<file path="config.mk">
export PLATFORM = sky130hd
export DESIGN_NAME = bracket_key_value_frame_parser_flat
export DESIGN_NICKNAME = d
export VERILOG_FILES = /design/src/rtl/bkv_pkg.sv /design/src/rtl/bkv_if.sv /design/src/rtl/bracket_key_value_frame_parser.sv /design/src/rtl/bkv_store.sv /design/src/rtl/bkv_collect.sv /design/src/rtl/bkv_emit.sv /design/src/flat_wrapper.sv
export VERILOG_INCLUDE_DIRS = /design/src /design/src/rtl
export SDC_FILE = /design/constraint.sdc
export NUM_CORES = 1
export LEC_CHECK = 0
export BUFFER_PORTS_ARGS = -buffer_cell sky130_fd_sc_hd__buf_2
export CORE_UTILIZATION = 60
export CTS_BUF_LIST = sky130_fd_sc_hd__clkbuf_8
export CTS_CLUSTER_DIAMETER = 100
export DETAILED_ROUTE_END_ITERATION = 12
export GPL_TIMING_DRIVEN = 0
export PLACE_DENSITY = 0.79
export SYNTH_ARGS = -nofsm -noshare
export SYNTH_HDL_FRONTEND = slang
export SYNTH_SLANG_ARGS = --single-unit
</file>
<file path="constraint.sdc">
create_clock -name clk -period 7.81 [get_ports clk]
set_input_delay 1.562 -clock clk [delete_from_list [all_inputs] [get_ports clk]]
set_output_delay 1.562 -clock clk [all_outputs]
set_load 0.02 [all_outputs]
</file>
<file path="src/rtl/bracket_key_value_frame_parser_defines.svh">
// Assertion macros for the frame parser RTL.
// Define ASSERT_OFF to compile the checks out.
`ifndef BRACKET_KEY_VALUE_FRAME_PARSER_DEFINES_SVH
`define BRACKET_KEY_VALUE_FRAME_PARSER_DEFINES_SVH

`ifndef ASSERT_OFF
// Check held outside reset.
`define BKV_ASSERT(lbl, clk_s, rst_s, prop, msg) \
  lbl: assert property (@(posedge clk_s) disable iff (rst_s) prop) else $error(msg);
// Check held at every edge, reset included.
`define BKV_ASSERT_ALWAYS(lbl, clk_s, prop, msg) \
  lbl: assert property (@(posedge clk_s) prop) else $error(msg);
`else
`define BKV_ASSERT(lbl, clk_s, rst_s, prop, msg)
`define BKV_ASSERT_ALWAYS(lbl, clk_s, prop, msg)
`endif

`endif

</file>
<file path="src/rtl/bkv_pkg.sv">
package bkv_pkg;

  // Default content capacity of one frame
  localparam int MAX_CONTENT_DEF = 63;

  // Framing and class characters
  localparam logic [7:0] OPEN_MARK  = 8'h5B;
  localparam logic [7:0] CLOSE_MARK = 8'h5D;
  localparam logic [7:0] SEP_MARK   = 8'h3A;
  localparam logic [7:0] PRINT_LOW  = 8'h20;
  localparam logic [7:0] PRINT_HIGH = 8'h7E;

  typedef enum logic {
    COL_IDLE,
    COL_OPEN
  } col_state_t;

  typedef enum logic {
    EMIT_IDLE,
    EMIT_RUN
  } emit_state_t;

  // Address width of a store of the given depth (at least one bit)
  function automatic int addr_w(input int depth);
    return (depth > 1) ? $clog2(depth) : 1;
  endfunction

endpackage

</file>
<file path="src/rtl/bkv_if.sv">
// Input byte channel
interface bkv_in_if;
  logic       valid;
  logic       ready;
  logic [7:0] in_byte;

  modport source (output valid, output in_byte, input ready);
  modport sink (input valid, input in_byte, output ready);
endinterface

// Result character channel
interface bkv_out_if;
  logic       valid;
  logic       ready;
  logic [6:0] out_char;
  logic       in_value_part;
  logic       is_separator;
  logic       last;

  modport source (output valid, output out_char, output in_value_part,
                  output is_separator, output last, input ready);
  modport sink (input valid, input out_char, input in_value_part,
                input is_separator, input last, output ready);
endinterface

</file>
<file path="src/rtl/bracket_key_value_frame_parser.sv">
// Bracket key/value frame parser.
// in_ch takes one raw byte per transaction (valid/ready). Bytes between '['
// and the first ']' are collected into an on-chip store; a frame that is
// empty, holds more than MAX_CONTENT bytes or any byte outside 0x20..0x7E is
// dropped at its ']'. A valid frame is replayed on out_ch one character per
// transaction, tagged as key, separator (first ':') or value, with last on
// its final character.
// Throughput: one input byte per cycle while collecting. After the ']' of a
// valid frame in_ch.ready stays low while the frame is read back; each
// character is read from the store into a read data register and then moved
// into the output register, one per cycle while out_ch.ready is high.
// The single read port of the content store sets this rate.
// When out_ch.ready is low the read-back pauses, the last character waits in
// the output register, and in_ch is open again once it holds the last one.
// Reset (rst, synchronous) leaves the parser outside any frame with nothing
// pending; the store itself is not cleared and needs no clearing pass.
`include "bracket_key_value_frame_parser_defines.svh"

module bracket_key_value_frame_parser #(
  parameter int MAX_CONTENT = bkv_pkg::MAX_CONTENT_DEF
) (
  input  logic      clk,
  input  logic      rst,
  bkv_in_if.sink    in_ch,
  bkv_out_if.source out_ch
);

  localparam int AW = bkv_pkg::addr_w(MAX_CONTENT);
  localparam int LW = $clog2(MAX_CONTENT + 1);

  logic          mem_we;
  logic [AW-1:0] mem_waddr;
  logic [6:0]    mem_wdata;
  logic          mem_re;
  logic [AW-1:0] mem_raddr;
  logic [6:0]    mem_rdata;
  logic          emit_start;
  logic [LW-1:0] emit_len;
  logic          emit_busy;

  bkv_collect #(
    .MAX_CONTENT(MAX_CONTENT),
    .AW(AW),
    .LW(LW)
  ) u_collect (
    .clk(clk),
    .rst(rst),
    .in_ch(in_ch),
    .emit_busy(emit_busy),
    .mem_we(mem_we),
    .mem_waddr(mem_waddr),
    .mem_wdata(mem_wdata),
    .start(emit_start),
    .start_len(emit_len)
  );

  bkv_store #(
    .DEPTH(MAX_CONTENT),
    .AW(AW)
  ) u_store (
    .clk(clk),
    .we(mem_we),
    .waddr(mem_waddr),
    .wdata(mem_wdata),
    .re(mem_re),
    .raddr(mem_raddr),
    .rdata(mem_rdata)
  );

  bkv_emit #(
    .AW(AW),
    .LW(LW)
  ) u_emit (
    .clk(clk),
    .rst(rst),
    .start(emit_start),
    .start_len(emit_len),
    .busy(emit_busy),
    .mem_re(mem_re),
    .mem_raddr(mem_raddr),
    .mem_rdata(mem_rdata),
    .out_ch(out_ch)
  );

  // Store is never written during read-back
  `BKV_ASSERT(a_no_write_in_emit, clk, rst, mem_we |-> !emit_busy, "store write during emit")
  // A new frame only starts when the emitter is free
  `BKV_ASSERT(a_start_idle, clk, rst, emit_start |-> !emit_busy, "frame start while emitting")
  // When the last character enters the output register the emitter is done
  `BKV_ASSERT(a_last_done, clk, rst, $rose(out_ch.valid && out_ch.last) |-> !emit_busy,
              "emitter busy after last character")
  // Separator and value tags are exclusive
  `BKV_ASSERT(a_tag_excl, clk, rst,
              out_ch.valid |-> !(out_ch.is_separator && out_ch.in_value_part),
              "separator tagged as value")

endmodule

</file>
<file path="src/rtl/bkv_store.sv">
// Frame content memory: one write port, one registered read port
module bkv_store #(
  parameter int DEPTH = bkv_pkg::MAX_CONTENT_DEF,
  parameter int AW    = bkv_pkg::addr_w(bkv_pkg::MAX_CONTENT_DEF)
) (
  input  logic          clk,
  input  logic          we,
  input  logic [AW-1:0] waddr,
  input  logic [6:0]    wdata,
  input  logic          re,
  input  logic [AW-1:0] raddr,
  output logic [6:0]    rdata
);

  logic [6:0] mem [DEPTH];

  always_ff @(posedge clk) begin
    if (we) begin
      mem[waddr] <= wdata;
    end
  end

  // Read data holds until the next read
  always_ff @(posedge clk) begin
    if (re) begin
      rdata <= mem[raddr];
    end
  end

endmodule

</file>
<file path="src/rtl/bkv_collect.sv">
// Frame collector: tracks brackets, checks content, writes the store
module bkv_collect #(
  parameter int MAX_CONTENT = bkv_pkg::MAX_CONTENT_DEF,
  parameter int AW          = bkv_pkg::addr_w(bkv_pkg::MAX_CONTENT_DEF),
  parameter int LW          = $clog2(bkv_pkg::MAX_CONTENT_DEF + 1)
) (
  input  logic          clk,
  input  logic          rst,
  bkv_in_if.sink        in_ch,
  input  logic          emit_busy,
  output logic          mem_we,
  output logic [AW-1:0] mem_waddr,
  output logic [6:0]    mem_wdata,
  output logic          start,
  output logic [LW-1:0] start_len
);

  localparam logic [LW-1:0] LEN_MAX = LW'(MAX_CONTENT);

  bkv_pkg::col_state_t state, state_next;
  logic [LW-1:0] len, len_next;
  logic          spoiled, spoiled_next;
  logic          accept;
  logic          printable;

  assign in_ch.ready = !emit_busy;
  assign accept      = in_ch.valid && in_ch.ready;
  assign printable   = (in_ch.in_byte >= bkv_pkg::PRINT_LOW) &&
                       (in_ch.in_byte <= bkv_pkg::PRINT_HIGH);

  assign mem_waddr = len[AW-1:0];
  assign mem_wdata = in_ch.in_byte[6:0];
  assign start_len = len;

  always_ff @(posedge clk) begin
    if (rst) begin
      state   <= bkv_pkg::COL_IDLE;
      len     <= '0;
      spoiled <= 1'b0;
    end else begin
      state   <= state_next;
      len     <= len_next;
      spoiled <= spoiled_next;
    end
  end

  // Next state, store write and emit start
  always_comb begin
    state_next   = state;
    len_next     = len;
    spoiled_next = spoiled;
    mem_we       = 1'b0;
    start        = 1'b0;
    case (state)
      bkv_pkg::COL_IDLE: begin
        if (accept && in_ch.in_byte == bkv_pkg::OPEN_MARK) begin
          state_next   = bkv_pkg::COL_OPEN;
          len_next     = '0;
          spoiled_next = 1'b0;
        end
      end
      bkv_pkg::COL_OPEN: begin
        if (accept) begin
          if (in_ch.in_byte == bkv_pkg::CLOSE_MARK) begin
            state_next   = bkv_pkg::COL_IDLE;
            start        = !spoiled && (len != '0);
            len_next     = '0;
            spoiled_next = 1'b0;
          end else if (!printable) begin
            spoiled_next = 1'b1;
          end else if (!spoiled) begin
            if (len >= LEN_MAX) begin
              spoiled_next = 1'b1;
            end else begin
              mem_we   = 1'b1;
              len_next = len + 1'b1;
            end
          end
        end
      end
      default: begin
        state_next = bkv_pkg::COL_IDLE;
      end
    endcase
  end

endmodule

</file>
<file path="src/rtl/bkv_emit.sv">
// Emitter: reads a closed frame back from the store and tags each byte
module bkv_emit #(
  parameter int AW = bkv_pkg::addr_w(bkv_pkg::MAX_CONTENT_DEF),
  parameter int LW = $clog2(bkv_pkg::MAX_CONTENT_DEF + 1)
) (
  input  logic          clk,
  input  logic          rst,
  input  logic          start,
  input  logic [LW-1:0] start_len,
  output logic          busy,
  output logic          mem_re,
  output logic [AW-1:0] mem_raddr,
  input  logic [6:0]    mem_rdata,
  bkv_out_if.source     out_ch
);

  bkv_pkg::emit_state_t state, state_next;
  logic [LW-1:0] len, len_next;
  logic [LW-1:0] rd_idx, rd_idx_next;
  logic [LW-1:0] out_idx, out_idx_next;
  logic          rd_valid, rd_valid_next;
  logic          past, past_next;
  logic          out_valid, out_valid_next;
  logic          load_out;
  logic          sep;
  logic          is_last;

  assign busy      = (state == bkv_pkg::EMIT_RUN);
  assign mem_raddr = rd_idx[AW-1:0];

  // Read data moves on when the output register is free or being taken
  assign load_out = rd_valid && (!out_valid || out_ch.ready);
  assign sep      = !past && (mem_rdata == bkv_pkg::SEP_MARK[6:0]);
  assign is_last  = (LW'(out_idx + 1'b1) == len);

  assign out_ch.valid = out_valid;

  always_ff @(posedge clk) begin
    if (rst) begin
      state     <= bkv_pkg::EMIT_IDLE;
      rd_valid  <= 1'b0;
      out_valid <= 1'b0;
    end else begin
      state     <= state_next;
      rd_valid  <= rd_valid_next;
      out_valid <= out_valid_next;
    end
  end

  always_ff @(posedge clk) begin
    len     <= len_next;
    rd_idx  <= rd_idx_next;
    out_idx <= out_idx_next;
    past    <= past_next;
  end

  // Result register
  always_ff @(posedge clk) begin
    if (load_out) begin
      out_ch.out_char      <= mem_rdata;
      out_ch.in_value_part <= past;
      out_ch.is_separator  <= sep;
      out_ch.last          <= is_last;
    end
  end

  always_comb begin
    state_next     = state;
    len_next       = len;
    rd_idx_next    = rd_idx;
    out_idx_next   = out_idx;
    past_next      = past;
    rd_valid_next  = rd_valid;
    mem_re         = 1'b0;
    out_valid_next = load_out ? 1'b1 : (out_ch.ready ? 1'b0 : out_valid);
    case (state)
      bkv_pkg::EMIT_IDLE: begin
        if (start) begin
          state_next    = bkv_pkg::EMIT_RUN;
          len_next      = start_len;
          rd_idx_next   = '0;
          out_idx_next  = '0;
          past_next     = 1'b0;
          rd_valid_next = 1'b0;
        end
      end
      bkv_pkg::EMIT_RUN: begin
        // Issue the next read when the read data slot frees up
        mem_re = (rd_idx != len) && (!rd_valid || load_out);
        if (mem_re) begin
          rd_idx_next   = rd_idx + 1'b1;
          rd_valid_next = 1'b1;
        end else if (load_out) begin
          rd_valid_next = 1'b0;
        end
        if (load_out) begin
          out_idx_next = out_idx + 1'b1;
          past_next    = past || sep;
          if (is_last) begin
            state_next = bkv_pkg::EMIT_IDLE;
          end
        end
      end
      default: begin
        state_next = bkv_pkg::EMIT_IDLE;
      end
    endcase
  end

endmodule
</file>
<file path="src/flat_wrapper.sv">
// flat-port wrapper written by rule: the top's interface ports become plain ports
module bracket_key_value_frame_parser_flat 
#(
  parameter int MAX_CONTENT = bkv_pkg::MAX_CONTENT_DEF
)
  (clk, rst, in_ch_valid, in_ch_in_byte, in_ch_ready, out_ch_valid, out_ch_out_char, out_ch_in_value_part, out_ch_is_separator, out_ch_last, out_ch_ready);
  bkv_in_if in_ch_i ();
  bkv_out_if out_ch_i ();
  input  logic clk;
  input  logic rst;
  input wire logic [$bits(in_ch_i.valid)-1:0] in_ch_valid;
  input wire logic [$bits(in_ch_i.in_byte)-1:0] in_ch_in_byte;
  output wire logic [$bits(in_ch_i.ready)-1:0] in_ch_ready;
  output wire logic [$bits(out_ch_i.valid)-1:0] out_ch_valid;
  output wire logic [$bits(out_ch_i.out_char)-1:0] out_ch_out_char;
  output wire logic [$bits(out_ch_i.in_value_part)-1:0] out_ch_in_value_part;
  output wire logic [$bits(out_ch_i.is_separator)-1:0] out_ch_is_separator;
  output wire logic [$bits(out_ch_i.last)-1:0] out_ch_last;
  input wire logic [$bits(out_ch_i.ready)-1:0] out_ch_ready;
  assign in_ch_i.valid = in_ch_valid;
  assign in_ch_i.in_byte = in_ch_in_byte;
  assign in_ch_ready = in_ch_i.ready;
  assign out_ch_valid = out_ch_i.valid;
  assign out_ch_out_char = out_ch_i.out_char;
  assign out_ch_in_value_part = out_ch_i.in_value_part;
  assign out_ch_is_separator = out_ch_i.is_separator;
  assign out_ch_last = out_ch_i.last;
  assign out_ch_i.ready = out_ch_ready;
  bracket_key_value_frame_parser #(.MAX_CONTENT(MAX_CONTENT)) u_core (.clk(clk), .rst(rst), .in_ch(in_ch_i), .out_ch(out_ch_i));
endmodule
</file>
Yosys cells after proc, flatten, opt, wreduce, memory -nomap -nowiden
Memories as Yosys holds them, arrays and structs flattened. A register that Yosys moved wholly into a read port is not among the register bits.
Cells that the tools add are included.
Widths: inputs -> output; s select.
{"block": "word_totals", "register_bits": 40, "ramBits": 441, "input_bits": 12, "out_inout_bits": 12, "word_cells": 107, "n_memories": 1}
{"memory": "u_core.u_store.mem", "words": 63, "width": 7, "rd": 1, "rd_ports_with_merged_regs": 1, "write_ports": 1, "line_no": "bkv_store.sv:15", "text": "logic [6:0] mem [DEPTH];"}
{"block": "classes", "n_addsub": 3, "magnitude_cmp": 3, "n_eq_ne": 14, "n_mux": 47, "bitwise_logic": 2, "reduce_logical": 23}
{"operator": "$mux 6", "n": 9}
{"operator": "$pmux 6 s2", "n": 3}
{"operator": "$mux 1", "n": 30}
{"operator": "$add 6x1->6 const B", "n": 3}
{"operator": "$eq 8x7->1 const B", "n": 2}
{"operator": "$pmux 1 s2", "n": 5}
{"operator": "$reduce_and 2->1", "n": 5}
{"operator": "$ge 8x6->1 const B", "n": 1}
{"operator": "$le 8x7->1 const B", "n": 1}
{"operator": "$ne 2x1->1 const B", "n": 4}
{"operator": "$eq 7x6->1 const B", "n": 1}
{"operator": "$logic_and 1x1->1", "n": 7}
{"operator": "$eq 6x6->1", "n": 1}
{"operator": "$ge 6x6->1 const B", "n": 1}
{"operator": "$ne 3x1->1 const B", "n": 2}
{"operator": "$ne 6x6->1", "n": 1}
{"operator": "$reduce_bool 6->1", "n": 1}
{"operator": "$logic_not 1->1", "n": 5}
{"operator": "$reduce_and 5->1", "n": 1}
{"operator": "$logic_or 1x1->1", "n": 3}
{"operator": "$ne 3x2->1 const B", "n": 1}
{"operator": "$ne 3x3->1 const B", "n": 1}
{"operator": "$ne 2x2->1 const B", "n": 1}
{"operator": "$not 1->1", "n": 2}
{"operator": "$reduce_bool 2->1", "n": 1}

Longest topological paths before layout
Gate-level depths: netlist of the first run.
{"block": "logic_depth", "ltp_word": 9, "mapped_depth": 9}

By module
Synthesis of the first run repeated with hierarchy kept, for this count alone.
{"block": "unflattened", "cells_unflattened": 987, "area_unflattened_um2": 19675.1}
{"module": "bkv_store", "instances": 1, "cells_per_inst": 799, "area_each_um2": 17543.1, "seq_area_each_um2": 13452.9}
{"module": "bkv_emit", "instances": 1, "cells_per_inst": 103, "area_each_um2": 1428.9, "seq_area_each_um2": 930.9}
{"module": "bkv_collect", "instances": 1, "cells_per_inst": 85, "area_each_um2": 703.2, "seq_area_each_um2": 160.2}

Worst setup path before layout of the first run
OpenSTA, ideal clock, no wires.
{"block": "synth_path", "path_kind": "input to register", "startpoint": "input port in_ch_in_byte[5]", "endpoint": "register u_core.u_emit.out_idx[0] (enable)", "setup_ps": 323, "arrival_ps": 3121, "setup_slack_ps": 4365, "path_stages": 4, "n_path_buf": 0, "path_cell_list": "or3b_2 -> or3_1 -> or4_1 -> nand2_1"}
{"block": "synth_via", "elab_chain_cells": 6}
{"item": "from (decl)", "line_no": "flat_wrapper.sv:12", "text": "input wire logic [$bits(in_ch_i.in_byte)-1:0] in_ch_in_byte;"}
{"item": "$eq 8x7->1", "line_no": "bkv_collect.sv:64", "text": "if (in_ch.in_byte == bkv_pkg::CLOSE_MARK) begin"}
{"item": "$mux 1", "line_no": "bkv_collect.sv:64"}
{"item": "$mux 1", "line_no": "bkv_collect.sv:63", "text": "if (accept) begin"}
{"item": "$mux 1", "line_no": "bkv_collect.sv:54", "text": "case (state)"}
{"item": "$ne 2x1->1 (no source line)"}
{"item": "$reduce_and 2->1 (no source line)"}
{"item": "to (signal assigned)", "line_no": "bkv_emit.sv:53", "text": "out_idx <= out_idx_next;"}
{"item": "to (decl)", "line_no": "bkv_emit.sv:20", "text": "logic [LW-1:0] out_idx, out_idx_next;"}
No other way between the ends.
A chain may end at the register's enable or synchronous reset.

Worst setup path in the final report of the first run
{"block": "layout_path", "startpoint": "input port in_ch_in_byte[5]", "endpoint": "memory u_core.u_store.mem[58][4] (enable)"}
{"block": "layout_via", "elab_chain_cells": 8, "word_cells_on_any_way": 10}
{"item": "$ge 8x6->1 or $le 8x7->1 (tied branches)", "line_no": "bkv_collect.sv:28, bkv_collect.sv:29"}
{"item": "$logic_and 1x1->1", "line_no": "bkv_collect.sv:28", "text": "assign printable = (in_ch.in_byte >= bkv_pkg::PRINT_LOW) &&"}
{"item": "$mux 1", "line_no": "bkv_collect.sv:69", "text": "end else if (!printable) begin"}
{"item": "$mux 1 *", "line_no": "bkv_collect.sv:64"}
{"item": "$mux 1 *", "line_no": "bkv_collect.sv:63"}
{"item": "$mux 1 *", "line_no": "bkv_collect.sv:54"}
{"item": "$mux 1 *", "line_no": "bkv_store.sv:18", "text": "if (we) begin"}
{"item": "$mux 1 (implied by the code) *", "line_no": "bkv_store.sv:19", "text": "mem[waddr] <= wdata;"}
{"item": "to (decl)", "line_no": "bkv_store.sv:15"}
Mark *: on every way between the ends. The rest lies on a longest branch, timed or not.

==> results of run 1 <==
==> path summary, 6_finish.rpt <==
path                                                              endpoint  slack (ns)  cells past startpoint
worst max-delay path                   u_core.u_store.mem[58][4]$_DFFE_PP_        3.13                      6
worst min-delay path            u_core.u_emit.out_ch.out_char[1]$_DFFE_PP_        0.44                      0
worst max register to register           u_core.u_store.rdata[2]$_DFFE_PP_        4.07                      7
worst min register to register  u_core.u_emit.out_ch.out_char[1]$_DFFE_PP_        0.44                      0
==> area by class of cell <==
type	count	area share, %
plain buffers	46	0.910
clock buffers	77	4.97
clock inverters	58	1.46
inverters	12	0.211
multi-input cells	445	21.4
flip-flops and latches	488	68.2
well taps	402	2.36
repair buffers	22	0.516
==> sequential cells by signal (all words and copies together), names as in the netlist, 6 cells and up <==
name,count
u_core.u_collect.mem_waddr,6
u_core.u_emit.out_idx,6
u_core.u_emit.mem_raddr,6
u_core.u_store.rdata,7
u_core.u_emit.len,6
u_core.u_emit.out_ch.out_char,7
u_core.u_store.mem,441
==> worst reg2reg max path: cells and delay by family, from the launching register on <==
kind	cells	cell delay, ns
AOI/OAI and AO/OA	2	0.88
buffers and inverters	3	1.81
DFF	1	0.36
muxes	2	0.51
==> through the flow <==
step	std cells	setup slack (ns)	area, um2	hold slack (ns)
2_1_floorplan	991	4.37	19300	0.417
5_1_grt	1550	3.07	21300	0.452
3_3_place_gp	1415	2.77	19900	0.433
6_report	1550	3.13	21300	0.439
3_5_place_dp	1415	2.61	19900	0.427
4_1_cts	1550	3.18	21300	0.441
==> cells in the final DEF (no fill, tap or decap), drive strengths merged, types with 12 or more instances in the layout <==
cell and instances:
nor2 92, a22oi 17, a21oi 13, a211oi 12, mux2i 25, mux4 104
buf 44, inv 33, nand2 23, nand3 16, clkbuf 101, edfxtp 477
o21ai 15, clkinv 31
==> kinds of logic (layout without fill, tap and decap cells) <==
group	Yosys count	after routing	share of synthesized area, %
AO/OA/AOI/OAI	96	96	3.58
XOR/XNOR	20	20	1.13
adder cells (fa/ha/maj)	4	4	0.259
buffers and inverters	58	215	1.24
flip-flops	488	488	75.2
multiplexers	137	137	13.9
AND/OR/NAND/NOR	188	188	4.70
==> power by group through the flow <==
stage               combinational [W]  sequential [W]  clock [W]
global placement            0.0000434         0.00293          0
floorplan                  0.00000439         0.00292          0
finish                      0.0000471         0.00287    0.00197
CTS                         0.0000468         0.00287    0.00198
detailed placement          0.0000468         0.00293          0
global route                0.0000500         0.00287    0.00209
==> per-layer routing <==
layer / wire length [um] / track usage, %
met5: 0 / 0
met4: 2290 / 14.2
met3: 5340 / 7.54
met2: 21700 / 44.6
met1: 17000 / 39.2
==> reports/results.env, run 1 <==
LEAKAGE_nW=6.70
GRT_MAX_DEGREE=71
REG_POWER_SHARE_PCT=58.8
POWER_TOTAL_W=0.00488
SETUP_VIOL=0
DESIGN.CORE.AREA_UM2=31600
HOLD_PATH_CLASS='flip-flop to flip-flop'
SWITCHING_SHARE_PCT=20.9
CLOCK_TREE_FROM_TRITONCTS='done'
CRITPATHCAPTURETYPE='flip-flop'
WORSTSKEWPAIRLATENCY_NS=0.61
POSTSYNTHNETCOUNT=1007
CRIT_PATH_MAX_INCR_DELAY_NS=0.98
VIAS=10500
GRT_PASS1_WL_MM=67.4
POSTCTSRESIZEDCELLS=0
GRT-OVFL-TOTAL=0
TIGHTESTPINTRANSITION_NS=1.40
SYNTH_CELL_TYPE_COUNT=61
CLOCK_SKEW_NS=0.0172
WORST-SETUP-PATH-TYPE='input pin to flip-flop'
PORT_BUFFERS=22
FIN_UTIL_PCT=67.4
OUTCOME='finished clean'
CLOCK_TREE.ROOT_CELL='sky130_fd_sc_hd__clkbuf_8'
CRITICAL-PATH-SLOWEST-CELL='sky130_fd_sc_hd__buf_2'
HOLD_PATH_STARTPOINT='u_core.u_store.rdata[1]$_DFFE_PP_'
DRIVE_ABOVE_1_SHARE_PCT=21.9
CP_MAX_FO=68
CORE.ROWCOUNT=65
YOSYSMOSTFREQUENTCELL='sky130_fd_sc_hd__edfxtp_1'
DIE_WIDTH_UM=182
MULTI_INPUT_COMB_AREA_UM2=4550
FINAL_SLEW_VIOLATIONS=0
CLK_TRANSITION_REPORTED_PATHS_NS=0.06
ANT_NETS=0
P_INT_W=0.00386
POWERDENSITY_nW_PER_UM2=229
ANTENNA_CELLS=0
CTS.REPAIR_TIMING.SETUP_BUFFER_COUNT=0
CRIT_FAMILY='simple AND/OR/NAND/NOR gates'
NUMCLOCKSINKS=488
WORST_MAX_SLEW_MARGIN_EXPRESSED_RELATIVE_TO_THE_LIMIT_PCT=6.38
UNREPAIRED_SETUP_ENDPOINTS_AFTER_GLOBAL_ROUTING='no'
FIRST_GLOBAL_VIAS=10300
P_SW_W=0.00102
CP.REQUIRED_NS=8.04
NUM-NETS-FINAL=1106
SYNTH_TOP_AREA_SHARE_PCT=74.1
TIMING.FMAX_GHz=0.214
POST-ROUTE-PERIOD-UTIL_PCT=60.0
YOSYS-TOP-CELLS-AREA='sky130_fd_sc_hd__edfxtp_1 74%, sky130_fd_sc_hd__mux4_2 12%, sky130_fd_sc_hd__nor2_1 1.8%, sky130_fd_sc_hd__mux2i_1 1.3%, sky130_fd_sc_hd__dfxtp_1 1.1%'
GP_CONGESTION=0.975
ROUTED_WIRELENGTH_MM=46.3
DRV_CAP=0
NUMBER_OF_VIAS_PER_CELL=6.76
NUMBER_OF_OPTIMIZATION_ITERATIONS_IN_THE_FIRST_DETAILED_ROUTE_PASS=7
POWER.COMBINATIONAL.FRACTION_PCT=1.0
SYN_AREA_PER_CELL_UM2=19.5
CTS_HTREE_LEVELS=3
INITIAL_UTILIZATION_PCT=61.1
AREA_GROWTH_PCT=10.3
CHIPHEIGHT_UM=182
NETLIST_AREA_UM2=19300
WL_PER_CELL_UM=29.8
FILL_CELLS=1984
SYNTH_AREA_LEADER='sky130_fd_sc_hd__edfxtp_1'
YS_FF_LATCH=488
NUMBER_OF_ANTENNA_VIOLATIONS_AT_THE_FIRST_CHECK_IN_GLOBAL_ROUTING=0
DRTITER0DRC=1390
CTS_HOLD_REPAIR.BUFFERS=0
TIMING.CRITICAL_PATH.MODE_CELL='sky130_fd_sc_hd__nor2_1'
YOSYSSEQAREASHARE_PCT=75.2
WORSTPATHARRIVAL_NS=4.91
IOPINCOUNT=24
PLACE_HPWL_MM=28.7
SYNTH_COMMONEST_CELLS='477 x sky130_fd_sc_hd__edfxtp_1, 104 x sky130_fd_sc_hd__mux4_2, 92 x sky130_fd_sc_hd__nor2_1, 25 x sky130_fd_sc_hd__mux2i_1, 24 x sky130_fd_sc_hd__clkbuf_1'
MAX-CLOCK-PATH-BUFFERS=3
SYNTHESIS.INSTANCES=991
FINAL.MIN_CLOCK_PERIOD_NS=4.68
HOLD_VIOLATIONS=0
SYNTHFLOPTYPE='sky130_fd_sc_hd__edfxtp_1'
REGAREA_UM2=14500
SYNTH_ENABLE_FLOP_CELLS=477
WORSTREG2REGSTART='u_core.u_emit.mem_raddr[1]$_SDFFCE_PN0P_'
BUF_INV_STAGES_CRIT_PATH=1
VDD_DROP_MAX_V=0.000123
DRC=0
TRITONCTS.NUM_BUFFERS=75
CLKPWRFRAC_PCT=40.3
CRITICAL_PATH.STARTPOINT_TYPE='input pin'
CRIT_PATH_START='in_ch_in_byte[5]'
CP_CELL_SEQUENCE='buf_2, nor2_1, a2111o_1, nor4_4, nand3_1, nor2_1'
TOTAL_NEGATIVE_SLACK_FOR_SETUP_CHECKS_NS=0
GRT_USAGE_PCT=29.0
YOSYS_WARNINGS=0
DIE-AREA_UM2=32900
POSTSYNTH.ASYNCRESETSHARE_PCT=0
(Power assumes the default switching activity.)
==> run 2, diff against run 1 <==
Settings changed: ABC_AREA from default to 1.
Clock period 7.81 ns to 4.4 ns, I/O delays scaled along.
==> run 2 against run 1 <==
Against the previous run: power increased by 78%; first-iteration DRC count increased by 74%; flip-flop and latch count unchanged; register-to-register slack got worse by 2.6 ns; critical path depth increased by 1; sequential share of layout area decreased by 5.2 points; hold slack got worse by 0.0037 ns; clock-buffer cell count unchanged; synthesized cell count increased by 99%; via count increased by 47%; wire length increased by 35%.
==> reports/results.env, run 2 <==
FILL_CELLS=2517  # +27%
DRV_CAP=0  # unchanged
CRITPATHCAPTURETYPE='flip-flop'
OUTCOME='finished clean'
SYNTH_COMMONEST_CELLS='522 x sky130_fd_sc_hd__nand2_1, 477 x sky130_fd_sc_hd__edfxtp_1, 250 x sky130_fd_sc_hd__nor2_1, 204 x sky130_fd_sc_hd__inv_1, 199 x sky130_fd_sc_hd__nand3_1'
SWITCHING_SHARE_PCT=21.6  # +0.74 points
WORSTSKEWPAIRLATENCY_NS=0.65  # +0.04 ns
CTS_HOLD_REPAIR.BUFFERS=0  # unchanged
POWER_TOTAL_W=0.00867  # +78%
MAX_FLOP_REGISTER='u_core.u_store.mem'
GRT_PASS1_WL_MM=90.6  # +34%
MULTI_INPUT_COMB_AREA_UM2=5130  # +13%
CTS.REPAIR_TIMING.SETUP_BUFFER_COUNT=0  # unchanged
CLK_TRANSITION_REPORTED_PATHS_NS=0.07  # about the same
CHIPHEIGHT_UM=189  # +4.2%
NUMBER_OF_VIAS_PER_CELL=5.98  # -12%
LARGEST_REGISTERS='u_core.u_store.mem (441), u_core.u_emit.out_ch.out_char (7), u_core.u_store.rdata (7)'
SETUP_VIOL=0  # unchanged
CLOCK_TREE.ROOT_CELL='sky130_fd_sc_hd__clkbuf_8'
SYNTHFLOPTYPE='sky130_fd_sc_hd__edfxtp_1'
TOP_LIBRARY_CELLS_BY_USAGE_IN_THE_LAYOUT_FILL_AND_TAPS_ASIDE='522 x sky130_fd_sc_hd__nand2_1, 477 x sky130_fd_sc_hd__edfxtp_1, 250 x sky130_fd_sc_hd__nor2_1, 226 x sky130_fd_sc_hd__inv_1, 199 x sky130_fd_sc_hd__nand3_1'
WORST_MAX_SLEW_MARGIN_EXPRESSED_RELATIVE_TO_THE_LIMIT_PCT=3.00  # -3.4 points
CP_MAX_FO=66  # -2.9%
SYN_AREA_PER_CELL_UM2=10.6  # -45%
FINAL.HOLD.WORST_SLACK_NS=0.435  # -0.00374 ns
SYNTH_TOP_AREA_SHARE_PCT=68.2  # -5.9 points
YOSYSMOSTFREQUENTCELL='sky130_fd_sc_hd__nand2_1'
CTS_HTREE_LEVELS=3  # unchanged
POSTSYNTH.ASYNCRESETSHARE_PCT=0  # unchanged
REG_POWER_SHARE_PCT=58.7  # about the same
POSTSYNTHNETCOUNT=1989  # +98%
CP.REQUIRED_NS=4.66  # -3.38 ns
GP_CONGESTION=0.986  # +1.1%
NUMBER_OF_OPTIMIZATION_ITERATIONS_IN_THE_FIRST_DETAILED_ROUTE_PASS=6  # -1
SYNTH_AREA_LEADER='sky130_fd_sc_hd__edfxtp_1'
GRT-OVFL-TOTAL=0  # unchanged
FIN_UTIL_PCT=66.9  # -0.46 points
CLOCK_SKEW_NS=0.0240  # +0.00679 ns
ANTENNA_CELLS=0  # unchanged
SYNTHESIS.INSTANCES=1973  # +99%
DRTITER0DRC=2416  # +74%
P_SW_W=0.00188  # +84%
LEAKAGE_nW=9.05  # +35%
HOLD_PATH_CLASS='flip-flop to flip-flop'
WL_PER_CELL_UM=24.1  # -19%
GRT_MAX_DEGREE=67  # -5.6%
CLOCK_TREE_FROM_TRITONCTS='done'
ROUTED-WL-MET2_MM=27.8  # +29%
WORSTREG2REGSTART='u_core.u_collect.mem_waddr[1]$_SDFFE_PP0P_'
YOSYSSEQAREASHARE_PCT=69.2  # -6.0 points
ANT_NETS=0  # unchanged
POWER.COMBINATIONAL.FRACTION_PCT=1.1  # about the same
DRC=0  # unchanged
SYNTH_CELL_TYPE_COUNT=34  # -44%
CRITICAL_PATH.STARTPOINT_TYPE='input pin'
CRIT_PATH_START='in_ch_in_byte[5]'
POST-ROUTE-PERIOD-UTIL_PCT=85.1
FINAL_SLEW_VIOLATIONS=0  # unchanged
ROUTED_WIRELENGTH_MM=62.2  # +35%
DESIGN.CORE.AREA_UM2=34500  # +8.9%
INITIAL_UTILIZATION_PCT=61.0  # -0.16 points
TIMING.FMAX_GHz=0.267
HOLD_PATH_CELL_CNT=0  # unchanged
IOPINCOUNT=24  # unchanged
HIGHEST-SIGNAL-LAYER='met4'
SYNTH_ENABLE_FLOP_CELLS=477  # unchanged
CLKPWRFRAC_PCT=40.2  # about the same
DIE_WIDTH_UM=189  # +4.2%
VDD_DROP_MAX_V=0.000264  # +110%
FINAL.MIN_CLOCK_PERIOD_NS=3.74
REG2REG_DEPTH=8  # +1
HOLD_VIOLATIONS=0  # unchanged
REGAREA_UM2=14500  # unchanged
WORST-SETUP-PATH-TYPE='input pin to flip-flop'
PORT_BUFFERS=22  # unchanged
MET1WIRELENGTH_MM=22.5  # +33%
PLACE_HPWL_MM=40.7  # +42%
LAYOUT_COMMONEST_CELL='sky130_fd_sc_hd__nand2_1'
MAX-CLOCK-PATH-BUFFERS=3  # unchanged
CORE.ROWCOUNT=68  # +4.6%
UNREPAIRED_SETUP_ENDPOINTS_AFTER_GLOBAL_ROUTING='no'
P_INT_W=0.00680  # +76%
TOTAL_NEGATIVE_SLACK_FOR_SETUP_CHECKS_NS=0  # unchanged
DIE-AREA_UM2=35800  # +8.5%
GRT_USAGE_PCT=35.5  # +6.5 points
WORSTPATHARRIVAL_NS=4.00  # -0.91 ns
NUM-NETS-FINAL=2090  # +89%
YS_FF_LATCH=488  # unchanged
FINAL-INSTANCE-COUNT-EXCL-FILL=2586  # +67%
AREA_GROWTH_PCT=9.79
TIGHTESTPINTRANSITION_NS=1.45  # +0.0507 ns
DRIVE_ABOVE_1_SHARE_PCT=9.48  # -12 points
PLACE_INST=2450  # +73%
HOLD_PATH_STARTPOINT='u_core.u_collect.mem_waddr[2]$_SDFFE_PP0P_'
MET3_WIRELENGTH_MM=8.72  # +63%
NETLIST_AREA_UM2=21000  # +8.6%
YOSYS-TOP-CELLS-AREA='sky130_fd_sc_hd__edfxtp_1 68%, sky130_fd_sc_hd__nand2_1 9.3%, sky130_fd_sc_hd__nand3_1 4.7%, sky130_fd_sc_hd__nor2_1 4.5%, sky130_fd_sc_hd__inv_1 3.6%'
POSTCTSRESIZEDCELLS=0  # unchanged
TRITONCTS.NUM_BUFFERS=75  # unchanged
YOSYS_WARNINGS=0  # unchanged
FIRST_GLOBAL_VIAS=14800  # +43%
POWERDENSITY_nW_PER_UM2=376  # +64%
VIAS=15500  # +47%
LARGEST_REGISTER_FF_COUNT=441  # unchanged
NUMBER_OF_ANTENNA_VIOLATIONS_AT_THE_FIRST_CHECK_IN_GLOBAL_ROUTING=0  # unchanged
NUMCLOCKSINKS=488  # unchanged
-- run 2: cell count changes in the layout (fill, tap and decap cells not counted), sizes merged, moves of 98 or more --
cell,before,now
inv,33,232
mux4,104,0
nand2,23,531
nand3,16,200
nor2,92,254
o21ai,15,113
-- run 2: metrics by stage --
stage	worst slack, ns	instance area, um2
detailed placement	0.107	21700
finish	0.656	23100
global placement	0.220	21700
CTS	0.768	23000
floorplan	1.99	21000
global route	0.556	23100
-- run 2: power groups by stage --
stage | logic, W | clock network (W) | registers, W
5_1_grt | 0.0000974 | 0.00366 | 0.00509
2_1_floorplan | 0.00000778 | 0 | 0.00519
6_report | 0.0000939 | 0.00348 | 0.00509
4_1_cts | 0.0000875 | 0.00347 | 0.00510
3_3_place_gp | 0.0000841 | 0 | 0.00519
3_5_place_dp | 0.0000875 | 0 | 0.00519
-- run 2: layout make-up --
type | instances | share of cell area (%)
flip-flops and latches | 488 | 63.1
multi-input cells | 1183 | 22.3
clock buffers | 77 | 4.60
inverters | 210 | 3.42
well taps | 455 | 2.47
plain buffers | 92 | 2.34
clock inverters | 57 | 1.20
repair buffers | 24 | 0.651
-- run 2: cells by family after synthesis --
kind of cell,share of synthesized area [%]
and+or+nand+nor,19.6
AOI/OAI and AO/OA,4.26
DFF,69.2
buffers and inverters,6.32
xor gates and xnor gates,0.292
adders and majority gates,0.238
-- run 2: metal layers --
layer | global-route usage (%) | vias to the layer above
met5 | 0 | -
met4 | 19.9 | 0
met3 | 10.2 | 201
met2 | 53.1 | 1184
met1 | 47.1 | 7278
li1 | - | 6793
-- run 2: worst max-delay path, cell delays in order --
cell and delay (ns):
sky130_fd_sc_hd__buf_2 0.97, sky130_fd_sc_hd__nor2_1 0.11, sky130_fd_sc_hd__nor3_1 0.30, sky130_fd_sc_hd__nand3_2 0.16, sky130_fd_sc_hd__nor2_4 0.15, sky130_fd_sc_hd__nand4_1 0.55
sky130_fd_sc_hd__nor2_1 0.80
-- run 2: final timing paths --
check	to	slack (ns)
worst max-delay path	u_core.u_store.mem[2][0]$_DFFE_PP_	0.66
worst min-delay path	u_core.u_emit.len[2]$_DFFE_PP_	0.44
worst max register to register	u_core.u_store.mem[2][0]$_DFFE_PP_	1.50
worst min register to register	u_core.u_emit.len[2]$_DFFE_PP_	0.44
